**src/rtl/cso_pkg.sv**
```systemverilog
package cso_pkg;

    typedef enum logic [3:0] {
        S_IDLE,
        S_ROM,
        S_X,
        S_MXX,
        S_X2,
        S_MX3,
        S_T3,
        S_WST,
        S_DIV,
        S_MW,
        S_ACC,
        S_MR,
        S_REC,
        S_OUT
    } t_state;

    typedef enum logic [1:0] {
        MUL_XX,
        MUL_X2X,
        MUL_TW,
        MUL_RC
    } t_mul;

    typedef struct packed {
        logic load_phase;
        logic adv_phase;
        logic rom_rd;
        logic x_ld;
        logic mul_en;
        t_mul mul_sel;
        logic x2_ld;
        logic t3_ld;
        logic div_start;
        logic div_step;
        logic acc;
        logic rec;
        logic out_ld;
    } t_cmd;

    typedef struct packed {
        logic div_last;
        logic more;
        logic k_one;
        logic out_free;
    } t_status;

    localparam logic [1:0] CFG_PHASE_STEP = 2'd0;
    localparam logic [1:0] CFG_BASE_FREQ  = 2'd1;
    localparam logic [1:0] CFG_HARM_LIMIT = 2'd2;

    localparam logic [22:0] BASE_FREQ_RST  = 23'd112640;
    localparam logic [9:0]  HARM_LIMIT_RST = 10'd34;
    localparam int unsigned FALL_TOP  = 3840000;
    localparam int unsigned FALL_BAND = 128000;
    localparam int unsigned DIV_STEPS = 31;

    function automatic logic [31:0] mag33(input logic signed [32:0] v);
        return v[32] ? 32'(-v) : 32'(v);
    endfunction

    function automatic logic signed [32:0] sat31(input logic signed [39:0] v);
        if (v > 40'sd2147483648) begin
            return 33'sd2147483648;
        end else if (v < -40'sd2147483648) begin
            return -33'sd2147483648;
        end
        return 33'(v);
    endfunction

endpackage

```
**src/rtl/cso_ctrl.sv**
```systemverilog
module cso_ctrl (
    input  logic              i_clk,
    input  logic              i_rst_n,
    input  logic              i_in_valid,
    input  logic              i_in_load,
    input  cso_pkg::t_status  i_status,
    output logic              o_in_ready,
    output cso_pkg::t_cmd     o_cmd
);

    cso_pkg::t_state r_state;
    cso_pkg::t_state n_state;

    always_ff @(posedge i_clk) begin
        if (!i_rst_n) begin
            r_state <= cso_pkg::S_IDLE;
        end else begin
            r_state <= n_state;
        end
    end

    always_comb begin
        n_state = r_state;
        unique case (r_state)
            cso_pkg::S_IDLE: begin
                if (i_in_valid && !i_in_load) begin
                    n_state = cso_pkg::S_ROM;
                end
            end
            cso_pkg::S_ROM: n_state = cso_pkg::S_X;
            cso_pkg::S_X:   n_state = cso_pkg::S_MXX;
            cso_pkg::S_MXX: n_state = cso_pkg::S_X2;
            cso_pkg::S_X2:  n_state = cso_pkg::S_MX3;
            cso_pkg::S_MX3: n_state = cso_pkg::S_T3;
            cso_pkg::S_T3:  n_state = cso_pkg::S_WST;
            cso_pkg::S_WST: n_state = cso_pkg::S_DIV;
            cso_pkg::S_DIV: begin
                if (i_status.div_last) begin
                    n_state = cso_pkg::S_MW;
                end
            end
            cso_pkg::S_MW:  n_state = cso_pkg::S_ACC;
            cso_pkg::S_ACC: begin
                priority if (i_status.k_one) begin
                    n_state = cso_pkg::S_WST;
                end else if (i_status.more) begin
                    n_state = cso_pkg::S_MR;
                end else begin
                    n_state = cso_pkg::S_OUT;
                end
            end
            cso_pkg::S_MR:  n_state = cso_pkg::S_REC;
            cso_pkg::S_REC: n_state = cso_pkg::S_WST;
            cso_pkg::S_OUT: begin
                if (i_status.out_free) begin
                    n_state = cso_pkg::S_IDLE;
                end
            end
            default: n_state = cso_pkg::S_IDLE;
        endcase
    end

    always_comb begin
        o_cmd         = '0;
        o_cmd.mul_sel = cso_pkg::MUL_XX;
        o_in_ready    = 1'b0;
        unique case (r_state)
            cso_pkg::S_IDLE: begin
                o_in_ready       = 1'b1;
                o_cmd.load_phase = i_in_valid && i_in_load;
                o_cmd.adv_phase  = i_in_valid && !i_in_load;
            end
            cso_pkg::S_ROM: o_cmd.rom_rd = 1'b1;
            cso_pkg::S_X:   o_cmd.x_ld = 1'b1;
            cso_pkg::S_MXX: begin
                o_cmd.mul_en  = 1'b1;
                o_cmd.mul_sel = cso_pkg::MUL_XX;
            end
            cso_pkg::S_X2:  o_cmd.x2_ld = 1'b1;
            cso_pkg::S_MX3: begin
                o_cmd.mul_en  = 1'b1;
                o_cmd.mul_sel = cso_pkg::MUL_X2X;
            end
            cso_pkg::S_T3:  o_cmd.t3_ld = 1'b1;
            cso_pkg::S_WST: o_cmd.div_start = 1'b1;
            cso_pkg::S_DIV: o_cmd.div_step = 1'b1;
            cso_pkg::S_MW: begin
                o_cmd.mul_en  = 1'b1;
                o_cmd.mul_sel = cso_pkg::MUL_TW;
            end
            cso_pkg::S_ACC: o_cmd.acc = 1'b1;
            cso_pkg::S_MR: begin
                o_cmd.mul_en  = 1'b1;
                o_cmd.mul_sel = cso_pkg::MUL_RC;
            end
            cso_pkg::S_REC: o_cmd.rec = 1'b1;
            cso_pkg::S_OUT: o_cmd.out_ld = i_status.out_free;
            default: o_cmd = '0;
        endcase
    end

endmodule

```
**config.mk**
```make
export PLATFORM = sky130hd
export DESIGN_NAME = cso_ctrl
export DESIGN_NICKNAME = d
export VERILOG_FILES = /design/src/rtl/cso_pkg.sv /design/src/rtl/cso_ctrl.sv
export SDC_FILE = /design/constraint.sdc
export NUM_CORES = 1
export LEC_CHECK = 0
export ABC_CLOCK_PERIOD_IN_PS = 1300
export BUFFER_PORTS_ARGS = -buffer_cell sky130_fd_sc_hd__buf_2
export CORE_AREA = 3 3 40 42
export CTS_BUF_LIST = sky130_fd_sc_hd__clkbuf_4
export CTS_CLUSTER_SIZE = 28
export DETAILED_ROUTE_END_ITERATION = 10
export DIE_AREA = 0 0 43 45
export SLEW_MARGIN = 30
export SYNTH_ARGS = -nofsm -noshare
export SYNTH_HDL_FRONTEND = slang
export SYNTH_SLANG_ARGS = --single-unit
```
**constraint.sdc**
```tcl
create_clock -name i_clk -period 1.3 [get_ports i_clk]
set_input_delay 0.325 -clock i_clk [delete_from_list [all_inputs] [get_ports i_clk]]
set_output_delay 0.325 -clock i_clk [all_outputs]
set_load 0.1 [all_outputs]
```
Word-level counts from Yosys, hierarchy flattened
Index checks and enable logic that the tools add are counted.
- register bits after elaboration: 4
- logic and storage cells: 41
- equality and inequality tests: 16
- mux-type cells: 18
- reduce and logical (&&, ||, !) cells: 6
- operators with widths (operator ; number):
    one-hot mux 4 bit (13 select lines) ; 1
    == test 4 bit (second input constant) ; 6
    == test 4 x 3 -> 1 bit (second input constant) ; 4
    2-to-1 mux 4 bit ; 4
    one-hot mux 3 bit (4 select lines) ; 1
    2-to-1 mux 1 bit ; 10
    == test 4 x 2 -> 1 bit (second input constant) ; 2
    inequality test 2 bit (second input constant) ; 3
    == test 4 x 1 -> 1 bit (second input constant) ; 1
    zero test 4 bit ; 1
    2-to-1 mux 3 bit ; 1
    AND reduction 3 bit ; 1
    logical AND 1 bit ; 2
    2-to-1 mux 2 bit ; 1
    OR reduction 2 bit ; 1
    zero test 1 bit ; 1

Logic depth before layout (Yosys ltp)
Gate-level depths: netlist of run 1.
- word-level depth: 4
- depth in mapped cells: 5
- depth with buffers taken out: 4

Worst setup path before layout of run 1
OpenSTA, ideal clock, no wires.
- path kind: register to output
- start point: reg r_state[1]
- end point: out o_cmd[12] (netlist name)
- data arrival time: 4.897 ns
- slack: -3.922 ns
- stages on the path, launching flop included: 4
- buffers on the path: 0
- cells stage by stage: dfxtp_1 > nor4_1 > nand2_1 > nor2_1
- RTL lines (element ; RTL line ; RTL):
    start, declared ; cso_ctrl.sv:11 ; cso_pkg::t_state r_state;
    start signal, assigned ; cso_ctrl.sv:16 ; r_state <= cso_pkg::S_IDLE;
    start signal, assigned ; cso_ctrl.sv:18 ; r_state <= n_state;
    end, declared ; cso_ctrl.sv:8 ; output cso_pkg::t_cmd o_cmd

==> results.py, run 1 <==
metrics = {
    "synth": {
        "synth_top_family_by_area": "simple AND/OR/NAND/NOR gates",
        "synth-simple-area-share_pct": 43.0,
        "synth_seq_cells": 4,
        "synthFlopType": "dfxtp_1",
        "synthesis.area_um2": 404,
        "synthXorXnorAreaFrac_pct": 2.17,
        "yosysTopAreaCellShare_pct": 19.8,
        "synthMuxAreaShare_pct": 2.48,
        "yosysWarnings": 0,
        "syn_inst": 61,
        "synthAdderAreaFrac_pct": 0,
        "postSynthAreaPerCell_um2": 6.63,
        "yosys.area.top_type": "dfxtp_1",
        "synth-compound-area-share_pct": 22.6,
        "synth_cell_type_count": 27,
        "syn_nets": 69,
        "ys_seq_area_share_pct": 19.8,
        "async_flop_share_pct": 0,
        "ys_top_cells_by_area": "dfxtp_1 20%, nor2_1 8.4%, nand2b_1 7.7%",
        "synth_edf_count": 0,
    },
    "floorplan": {
        "rows": 13,
        "fp.dieH_um": 45,
        "die_area_mm2": 0.00194,
        "io_pins": 23,
        "chipWidth_um": 43,
        "start_util_pct": 31.5,
        "core_mm2": 0.00128,
    },
    "setup_path": {
        "cp_top_family": "simple AND/OR/NAND/NOR gates",
        "slowest_stage": "dfxtp_4",
        "crit_cells": 4,
        "rr_worst_depth": 6,
        "crit_type": "reg2out",
        "crit_buf_inv": 2,
        "startpoint": "r_state[1]$_SDFFE_PN0P_",
        "required_ns": 0.98,
        "cp_slowest_stage_delay_ns": 0.36,
        "reg2reg_from": "r_state[2]$_SDFFE_PN0P_",
        "crit_path_end_kind": "primary output",
        "critPathMaxFanout": 7,
        "path_cells": "buf_12 > nor4_4 > and3_4 > buf_12",
        "cpMostUsedCell": "buf_12",
        "startpoint_type": "register",
        "cp_data_arrival_time_ns": 1.37,
    },
    "sta": {
        "finalMaxSlewViolations": 0,
        "final_hold_viol_count": 0,
        "post-route-min-period_ns": 1.70,
        "setup-tns-final_ns": -4.99,
        "rsz0062_at_grt": "true",
        "finalCritPeriodShare_pct": 130,
        "fin_ws_ns": -0.396,
        "slew_headroom_pct": 72.9,
        "tightest_slew_ns": 0.405,
        "clock.fmax_ghz": 0.590,
        "finalSetupViolCount": 19,
        "fin_skew_ns": 0.00738,
    },
    "grt": {
        "grt_overflow": 0,
        "grt_max_degree": 11,
        "grt_pass1_vias": 635,
        "grt_use_total_pct": 19.8,
        "antenna_found_initial": 0,
        "grt_pass1_wl_mm": 2.89,
    },
    "status": {
        "status": "complete, but fails checks",
        "violations": "negative setup slack",
    },
    "hold_path": {
        "whs_path_depth": 3,
        "hp-class": "in2reg",
        "min_from": "i_rst_n",
    },
    "routing": {
        "vias_per_cell": 6.18,
        "first_pass_iters": 4,
        "drc": 0,
        "vias": 760,
        "drtAntennaViolNets": 0,
        "wire_per_inst_um": 22.0,
        "wirelength_mm": 2.71,
        "drt_iter0_drc": 32,
    },
    "placement": {
        "place_congestion": 0.791,
        "placedCellCount": 109,
        "post-place-ws_ns": -0.260,
        "dp_hpwl_mm": 1.07,
        "place.port_buffers": 22,
    },
    "layout": {
        "utilization_pct": 96.5,
        "final_cells": 123,
        "largestRegisters": "r_state (4)",
        "nets": 118,
        "largest_reg_flops": 4,
        "drive_gt1_share_pct": 79.6,
        "antennaDiodeCount": 0,
        "syn_to_final_growth_pct": 207,
        "regMostFlops": "r_state",
        "final_common_cell": "buf_12",
        "final_cell_mix": "16 x buf_12, 15 x buf_4, 11 x buf_6",
    },
    "clock_tree": {
        "htree_levels": 1,
        "holdBufCountCts": 0,
        "cts_sinks": 4,
        "clock_latency_ns": 0.25,
        "cts_root_buf": "clkbuf_4",
        "cts_made_buffers": 3,
        "cts_tree": "yes",
        "clk_pin_slew_worst_paths_ns": 0.04,
        "cts_buffer_depth": 2,
    },
    "pwr": {
        "powerDensity_mw_per_mm2": 637,
        "leakage_nw": 0.508,
        "ir_worst_vdd_uv": 545,
    },
    "flow_run": {
        "cap_violations": 0,
    },
}
==> worst register-to-register path: cells and delay by family (launching register included) <==
kind                   cells  cell delay, ns
AO/OA/AOI/OAI              1            0.09
AND/OR/NAND/NOR            2            0.50
multiplexers               1            0.19
buffers and inverters      2            0.26
flip-flops                 1            0.37
==> power breakdown <==
group | internal, mW | switching (mW)
sequential | 0.126 | 0.0147
combinational | 0.202 | 0.277
clock | 0.104 | 0.0657
total | 0.432 | 0.358
==> metrics by stage <==
| step | total power, mW | hold WS [ns] | area [µm²] |
|---|---|---|---|
| floorplan | 0.386 | 0.473 | 577 |
| global placement | 0.516 | 0.595 | 1010 |
| detailed placement | 0.521 | 0.602 | 1010 |
| CTS | 0.700 | 0.351 | 1130 |
| global route | 0.812 | 0.413 | 1240 |
| finish | 0.790 | 0.400 | 1240 |
==> logic make-up after synthesis <==
logic type | after synthesis
and+or+nand+nor | 34
buffers and inverters | 7
DFF | 4
muxes | 1
xor gates and xnor gates | 1
AOI/OAI and AO/OA | 14
==> per-layer routing <==
metal	vias to the layer above	wire, µm	track usage [%]	part of all wire, %
met4	0	216	4.82	8.0
met5	-	0	0	0
met1	345	962	23.5	36
li1	310	-	-	-
met2	80	1270	38.3	47
met3	25	255	1.59	9.4
==> final timing paths <==
kind | end | slack, ns
max | o_cmd[13] | -0.40
min | r_state[0]$_SDFFE_PN0P_ | 0.40
max reg2reg | r_state[0]$_SDFFE_PN0P_ | -0.22
min reg2reg | r_state[0]$_SDFFE_PN0P_ | 0.72
==> what timing repair did <==
| item | 4_1_cts | 5_1_grt |
|---|---|---|
| buffers inserted | 5 | 8 |
| pin swaps | 7 | 10 |
| gates cloned | 0 | 0 |
| endpoints found under the setup margin | 18 | 18 |
| resized for setup | 18 | 14 |
==> cells in the mapped netlist (2+ instances only) <==
master	number
inv_1	2
nor2b_1	2
nand2b_1	5
a21oi_1	4
nor3_1	5
and2_1	2
o21ai_0	3
dfxtp_1	4
nor2_1	9
buf_2	2
a311oi_1	2
nand3_1	2
nand2_1	5
==> area by class of cell <==
type | count | area [µm²]
tap | 15 | 18.8
fill | 25 | 45.0
sequential | 4 | 95.1
multi-input combinational | 50 | 504
inverter | 2 | 7.51
clock buffer | 3 | 22.5
timing repair buffer | 49 | 592
No activity file was read; power rests on OpenSTA's default activity.
==> run 2, diff against run 1 <==
--- a/config.mk
+++ b/config.mk
@@ -5,6 +5,7 @@
 export SDC_FILE = /design/constraint.sdc
 export NUM_CORES = 1
 export LEC_CHECK = 0
+export ABC_AREA = 1
 export ABC_CLOCK_PERIOD_IN_PS = 1300
 export BUFFER_PORTS_ARGS = -buffer_cell sky130_fd_sc_hd__buf_2
 export CORE_AREA = 3 3 40 42
@@ -12,6 +13,7 @@
 export CTS_CLUSTER_SIZE = 28
 export DETAILED_ROUTE_END_ITERATION = 10
 export DIE_AREA = 0 0 43 45
+export GPL_TIMING_DRIVEN = 0
 export SLEW_MARGIN = 30
 export SYNTH_ARGS = -nofsm -noshare
 export SYNTH_HDL_FRONTEND = slang
==> run 2 against run 1 <==
Compared with the run above: routed wire length shrank 3.6%; power grew 51%; worst setup slack lost 0.030 ns; core utilization decreased by 3.9 points; clock power down 9%; first-iteration DRC count down 28%; critical path type unchanged; the run still ends with negative setup slack left; clock skew shrank 0.0044 ns; critical endpoint is now o_cmd[6]; largest cell class unchanged; register-to-register slack improved by 0.12 ns; maximum frequency fell by 1.7%; design area down 4.0%; global-route usage increased by 1.2 points.
==> results.py, run 2 <==
metrics = {
    "layout": {
        "antennaDiodeCount": 0,
        "final_cells": 147,
        "regMostFlops": "r_state",
        "nets": 142,
        "fin_area_mm2": 0.00119,
        "largest_reg_flops": 4,
        "final_common_cell": "buf_12",
        "utilization_pct": 92.6,
        "final_cell_mix": "16 x buf_12, 15 x buf_4, 14 x nand2_1",
        "largestRegisters": "r_state (4)",
        "drive_gt1_share_pct": 67.4,
        "fillers": 47,
        "syn_to_final_growth_pct": 190,
    },
    "grt": {
        "grt_max_degree": 7,
        "grt_pass1_vias": 685,
        "grt_pass1_wl_mm": 2.97,
        "grt_use_total_pct": 21.0,
        "grt_overflow": 0,
        "antenna_found_initial": 0,
    },
    "floorplan": {
        "start_util_pct": 31.9,
        "die_area_mm2": 0.00194,
        "chipWidth_um": 43,
        "io_pins": 23,
        "core_mm2": 0.00128,
        "rows": 13,
        "fp.dieH_um": 45,
    },
    "routing": {
        "vias_per_cell": 5.20,
        "drc": 0,
        "drtAntennaViolNets": 0,
        "vias": 765,
        "first_pass_iters": 4,
        "drt_iter0_drc": 23,
        "wirelength_mm": 2.61,
        "wire_per_inst_um": 17.7,
    },
    "synth": {
        "syn_nets": 93,
        "ys_top_cells_by_area": "inv_1 22%, nand2_1 21%, dfxtp_1 20%",
        "synthesis.area_um2": 410,
        "synth_edf_count": 0,
        "yosysTopAreaCellShare_pct": 22.0,
        "synth_seq_cells": 4,
        "ys_seq_area_share_pct": 19.5,
        "yosys.area.top_type": "inv_1",
        "synth_cell_type_count": 12,
        "synth.most_common_cell": "inv_1",
        "synthFlopType": "dfxtp_1",
        "async_flop_share_pct": 0,
        "syn_inst": 85,
        "yosysWarnings": 0,
        "synthTopCellsByCount": "24 x inv_1, 23 x nand2_1, 18 x nor2_1",
        "postSynthAreaPerCell_um2": 4.83,
    },
    "clock_tree": {
        "cts_root_buf": "clkbuf_4",
        "cts_buffer_depth": 2,
        "clock_latency_ns": 0.24,
        "clk_pin_slew_worst_paths_ns": 0.04,
        "cts_tree": "yes",
        "cts_made_buffers": 3,
        "htree_levels": 1,
        "cts_sinks": 4,
        "holdBufCountCts": 0,
    },
    "setup_path": {
        "critPathMaxFanout": 5,
        "rr_worst_depth": 9,
        "crit_type": "reg2out",
        "slowest_stage": "dfxtp_4",
        "crit_buf_inv": 3,
        "cp_top_family": "buffers and inverters",
        "cp_data_arrival_time_ns": 1.40,
        "required_ns": 0.98,
        "crit_cells": 5,
        "startpoint_type": "register",
        "crit_path_end_kind": "primary output",
        "rrSetupSlack_ns": -0.10,
        "path_cells": "buf_4 > nor2_4 > nand2_1 > clkinvlp_4 > buf_12",
        "cp_slowest_stage_delay_ns": 0.37,
    },
    "sta": {
        "finalMaxSlewViolations": 0,
        "finalSetupViolCount": 18,
        "finalCritPeriodShare_pct": 133,
        "post-route-min-period_ns": 1.73,
        "clock.fmax_ghz": 0.579,
        "fin_ws_ns": -0.426,
        "final_hold_viol_count": 0,
        "timing.hold.ws_ns": 0.284,
        "rsz0062_at_grt": "true",
        "fin_skew_ns": 0.00294,
        "slew_headroom_pct": 84.0,
        "setup-tns-final_ns": -5.65,
        "tightest_slew_ns": 0.240,
    },
    "flow_run": {
        "cap_violations": 0,
    },
    "pwr": {
        "leakage_nw": 0.622,
        "ir_worst_vdd_uv": 898,
        "total_power_mw": 1.19,
        "powerDensity_mw_per_mm2": 1000,
    },
    "hold_path": {
        "hp-class": "in2reg",
        "whs_path_depth": 3,
    },
    "status": {
        "violations": "negative setup slack",
        "status": "complete, but fails checks",
    },
    "placement": {
        "post-place-ws_ns": -0.446,
        "placedCellCount": 122,
        "dp_hpwl_um": 932,
        "place_congestion": 0.749,
        "place_area_um2": 649,
        "place.port_buffers": 22,
    },
}
[run 2: path summary, 6_finish.rpt]
check | from | end
max | r_state[3]$_SDFFE_PN0P_ | o_cmd[6]
min | i_rst_n | r_state[2]$_SDFFE_PN0P_
max reg2reg | r_state[3]$_SDFFE_PN0P_ | r_state[0]$_SDFFE_PN0P_
min reg2reg | r_state[3]$_SDFFE_PN0P_ | r_state[3]$_SDFFE_PN0P_
[run 2: area by class of cell]
type                            count  area, µm²  area share, %
Clock buffer                        3       22.5           1.89
Inverter                           25        131           11.0
Multi-Input combinational cell     56        387           32.5
Sequential cell                     4       95.1           7.99
Tap cell                           15       18.8           1.58
Timing Repair Buffer               44        536           45.0
[run 2: kinds of logic after synthesis]
group	share of synthesized area, %
AOI/OAI and AO/OA	6.40
DFF	19.5
and+or+nand+nor	51.2
buffers and inverters	22.9
[run 2: power by group]
part | switching [mW] | total [mW] | internal (mW)
logic | 0.537 | 0.869 | 0.332
registers | 0.0314 | 0.171 | 0.139
clock network | 0.0506 | 0.154 | 0.103
[run 2: worst min-delay path, stage by stage]
cell and delay, ns:
buf_2 0.09, nand2_1 0.04, inv_1 0.04
[run 2: per-layer routing]
metal | global-route usage (%) | vias up | part of all wire [%] | wire length, µm
met5 | 0 | - | 0 | 0
met4 | 10.8 | 0 | 1.8 | 48
met3 | 2.39 | 7 | 4.3 | 112
met2 | 38.0 | 34 | 52 | 1360
met1 | 24.4 | 385 | 42 | 1090
li1 | - | 339 | - | -
[run 2: what timing repair did]
| item | in CTS | in global routing |
|---|---|---|
| setup endpoints to repair | 15 | 17 |
| buffers inserted | 10 | 12 |
| gates resized for setup | 82 | 16 |
| pin swaps | 9 | 12 |
==> run 3, diff against run 2 <==
--- a/config.mk
+++ b/config.mk
@@ -14,7 +14,8 @@
 export DETAILED_ROUTE_END_ITERATION = 10
 export DIE_AREA = 0 0 43 45
 export GPL_TIMING_DRIVEN = 0
-export SLEW_MARGIN = 30
+export REMOVE_ABC_BUFFERS = 1
+export SLEW_MARGIN = 10
 export SYNTH_ARGS = -nofsm -noshare
 export SYNTH_HDL_FRONTEND = slang
 export SYNTH_SLANG_ARGS = --single-unit
==> run 3 against run 2 <==
Compared with the run above: the flow still finishes with violations (negative setup slack); critical path depth up 1; non-clock buffer count down 11; routed wire length down 33%; clock-buffer cell count unchanged; critical endpoint is now o_cmd[12].
==> results.py, run 3 (synthesis results as in run 2) <==
metrics = {
    "pwr": {
        "p_seq_share_pct": 16.8,
        "leakage_nw": 0.537,
        "ir_worst_vdd_uv": 546,
        "powerDensity_mw_per_mm2": 1060,
        "power_frac_comb_pct": 68.7,
        "p_clk_share_pct": 14.5,
        "p_sw_share_pct": 52.3,
        "p_sw_mw": 0.542,
        "p_int_mw": 0.494,
    },
    "sta": {
        "slew_headroom_pct": 86.7,
        "final_hold_viol_count": 0,
        "finalMaxSlewViolations": 0,
        "rsz0062_at_grt": "true",
        "clock.fmax_ghz": 0.610,
        "finalSetupViolCount": 15,
        "setup-tns-final_ns": -4.08,
        "tightest_slew_ns": 0.199,
        "post-route-min-period_ns": 1.64,
        "timing.hold.ws_ns": 0.289,
        "fin_ws_ns": -0.340,
        "finalCritPeriodShare_pct": 126,
        "fin_skew_ns": 0.00215,
    },
    "placement": {
        "place_congestion": 0.837,
        "place.port_buffers": 22,
        "dp_hpwl_um": 885,
    },
    "setup_path": {
        "crit_buf_inv": 3,
        "rr_worst_depth": 8,
        "cp_top_family": "simple AND/OR/NAND/NOR gates",
        "required_ns": 0.98,
        "crit_path_end_kind": "primary output",
        "path_cells": "nor2_4 > inv_2 > nor2_4 > inv_2 > nor2_4 > buf_12",
        "reg2reg_to": "r_state[0]$_SDFFE_PN0P_",
        "startpoint_type": "register",
        "rrSetupSlack_ns": 0.06,
        "critPathMaxFanout": 3,
        "reg2reg_from": "r_state[3]$_SDFFE_PN0P_",
        "cp_data_arrival_time_ns": 1.32,
        "cpMostUsedCell": "nor2_4",
        "slowest_stage": "dfxtp_4",
        "cp_slowest_stage_delay_ns": 0.37,
        "crit_type": "reg2out",
    },
    "layout": {
        "drive_gt1_share_pct": 62.8,
        "final_cell_mix": "16 x nand2_1, 13 x inv_2, 13 x buf_12",
        "largestRegisters": "r_state (4)",
        "final_common_cell": "nand2_1",
        "syn_to_final_growth_pct": 137,
        "antennaDiodeCount": 0,
        "largest_reg_flops": 4,
        "fillers": 87,
        "nets": 131,
        "regMostFlops": "r_state",
    },
    "routing": {
        "drc": 0,
        "wire_per_inst_um": 12.9,
        "drtAntennaViolNets": 0,
        "drt_iter0_drc": 6,
        "wirelength_mm": 1.76,
        "first_pass_iters": 4,
        "vias": 645,
        "vias_per_cell": 4.74,
    },
    "hold_path": {
        "min_from": "i_rst_n",
        "hp-class": "in2reg",
        "whs_path_depth": 3,
        "hold_path_end": "r_state[2]$_SDFFE_PN0P_",
    },
    "grt": {
        "grt_pass1_wl_mm": 1.98,
        "grt_use_total_pct": 13.6,
        "grt_max_degree": 7,
        "grt_overflow": 0,
        "grt_pass1_vias": 509,
        "antenna_found_initial": 0,
    },
    "clock_tree": {
        "clock_latency_ns": 0.23,
        "cts_made_buffers": 3,
        "cts_sinks": 4,
        "cts_root_buf": "clkbuf_4",
        "clk_pin_slew_worst_paths_ns": 0.04,
        "cts_tree": "yes",
        "cts_buffer_depth": 2,
        "htree_levels": 1,
    },
    "floorplan": {
        "core_mm2": 0.00128,
        "rows": 13,
        "start_util_pct": 31.9,
        "io_pins": 23,
        "die_area_mm2": 0.00194,
        "fp.dieH_um": 45,
        "chipWidth_um": 43,
    },
    "status": {
        "violations": "negative setup slack",
        "status": "complete, but fails checks",
    },
    "flow_run": {
        "cap_violations": 0,
    },
}
## run 3: changes by cell type in the layout (fill, tap and decap cells not counted), sizes merged
cell	change
clkinvlp	-6
inv	+6
buf	-11
## run 3: how the worst max path moves through the flow
stage	start	endpoint	depth (start not counted)
after detailed placement	r_state[0]$_SDFFE_PN0P_	o_cmd[12]	6
after CTS	r_state[0]$_SDFFE_PN0P_	o_cmd[13]	6
after global routing	r_state[2]$_SDFFE_PN0P_	o_cmd[9]	5
after global placement	r_state[1]$_SDFFE_PN0P_	o_cmd[12]	6
final	r_state[3]$_SDFFE_PN0P_	o_cmd[12]	6
after floorplan	r_state[1]$_SDFFE_PN0P_	o_cmd[12]	5
## run 3: worst reg2reg max path, cell delays in order, from the launching register on
cell and delay, ns:
dfxtp_4 0.39, inv_4 0.05, nor2_4 0.19, buf_4 0.15, nand3_1 0.09, nand2_1 0.07, inv_1 0.04, a21oi_2 0.11
nor2_1 0.04
## run 3: power by group through the flow
stage	registers, mW	clock network [mW]	logic, mW
after floorplan	0.154	0	0.370
after global placement	0.159	0	0.434
after global routing	0.175	0.170	0.739
after detailed placement	0.159	0	0.433
after CTS	0.171	0.158	0.609
final	0.174	0.150	0.712
## run 3: through the flow
step	instances	cell area (µm²)	setup slack [ns]	power [mW]	utilization, %
floorplan	85	410	-2.43	0.524	-
global placement	122	539	-0.445	0.593	42.0
detailed placement	122	539	-0.448	0.592	42.0
CTS	131	817	-0.320	0.938	63.6
global route	136	975	-0.384	1.08	75.9
finish	136	975	-0.340	1.04	75.9
## run 3: timing repair
item,CTS,global route
hold buffers,0,0
buffers inserted,6,5
pin swaps,5,13
gates resized for setup,68,38
setup endpoints to repair,15,15
## run 3: cell type report
type,instances,area (µm²),area share [%]
Clock buffer,3,22.5,2.31
Inverter,25,98.8,10.1
Multi-Input combinational cell,56,328,33.6
Sequential cell,4,95.1,9.76
Tap cell,15,18.8,1.93
Timing Repair Buffer,33,412,42.2
## run 3: routing by layer
metal | up-vias | global-route usage (%) | wire, µm
li1 | 319 | - | -
met1 | 303 | 16.2 | 715
met2 | 19 | 24.3 | 955
met3 | 4 | 2.39 | 55
met4 | 0 | 5.42 | 29
met5 | - | 0 | 0
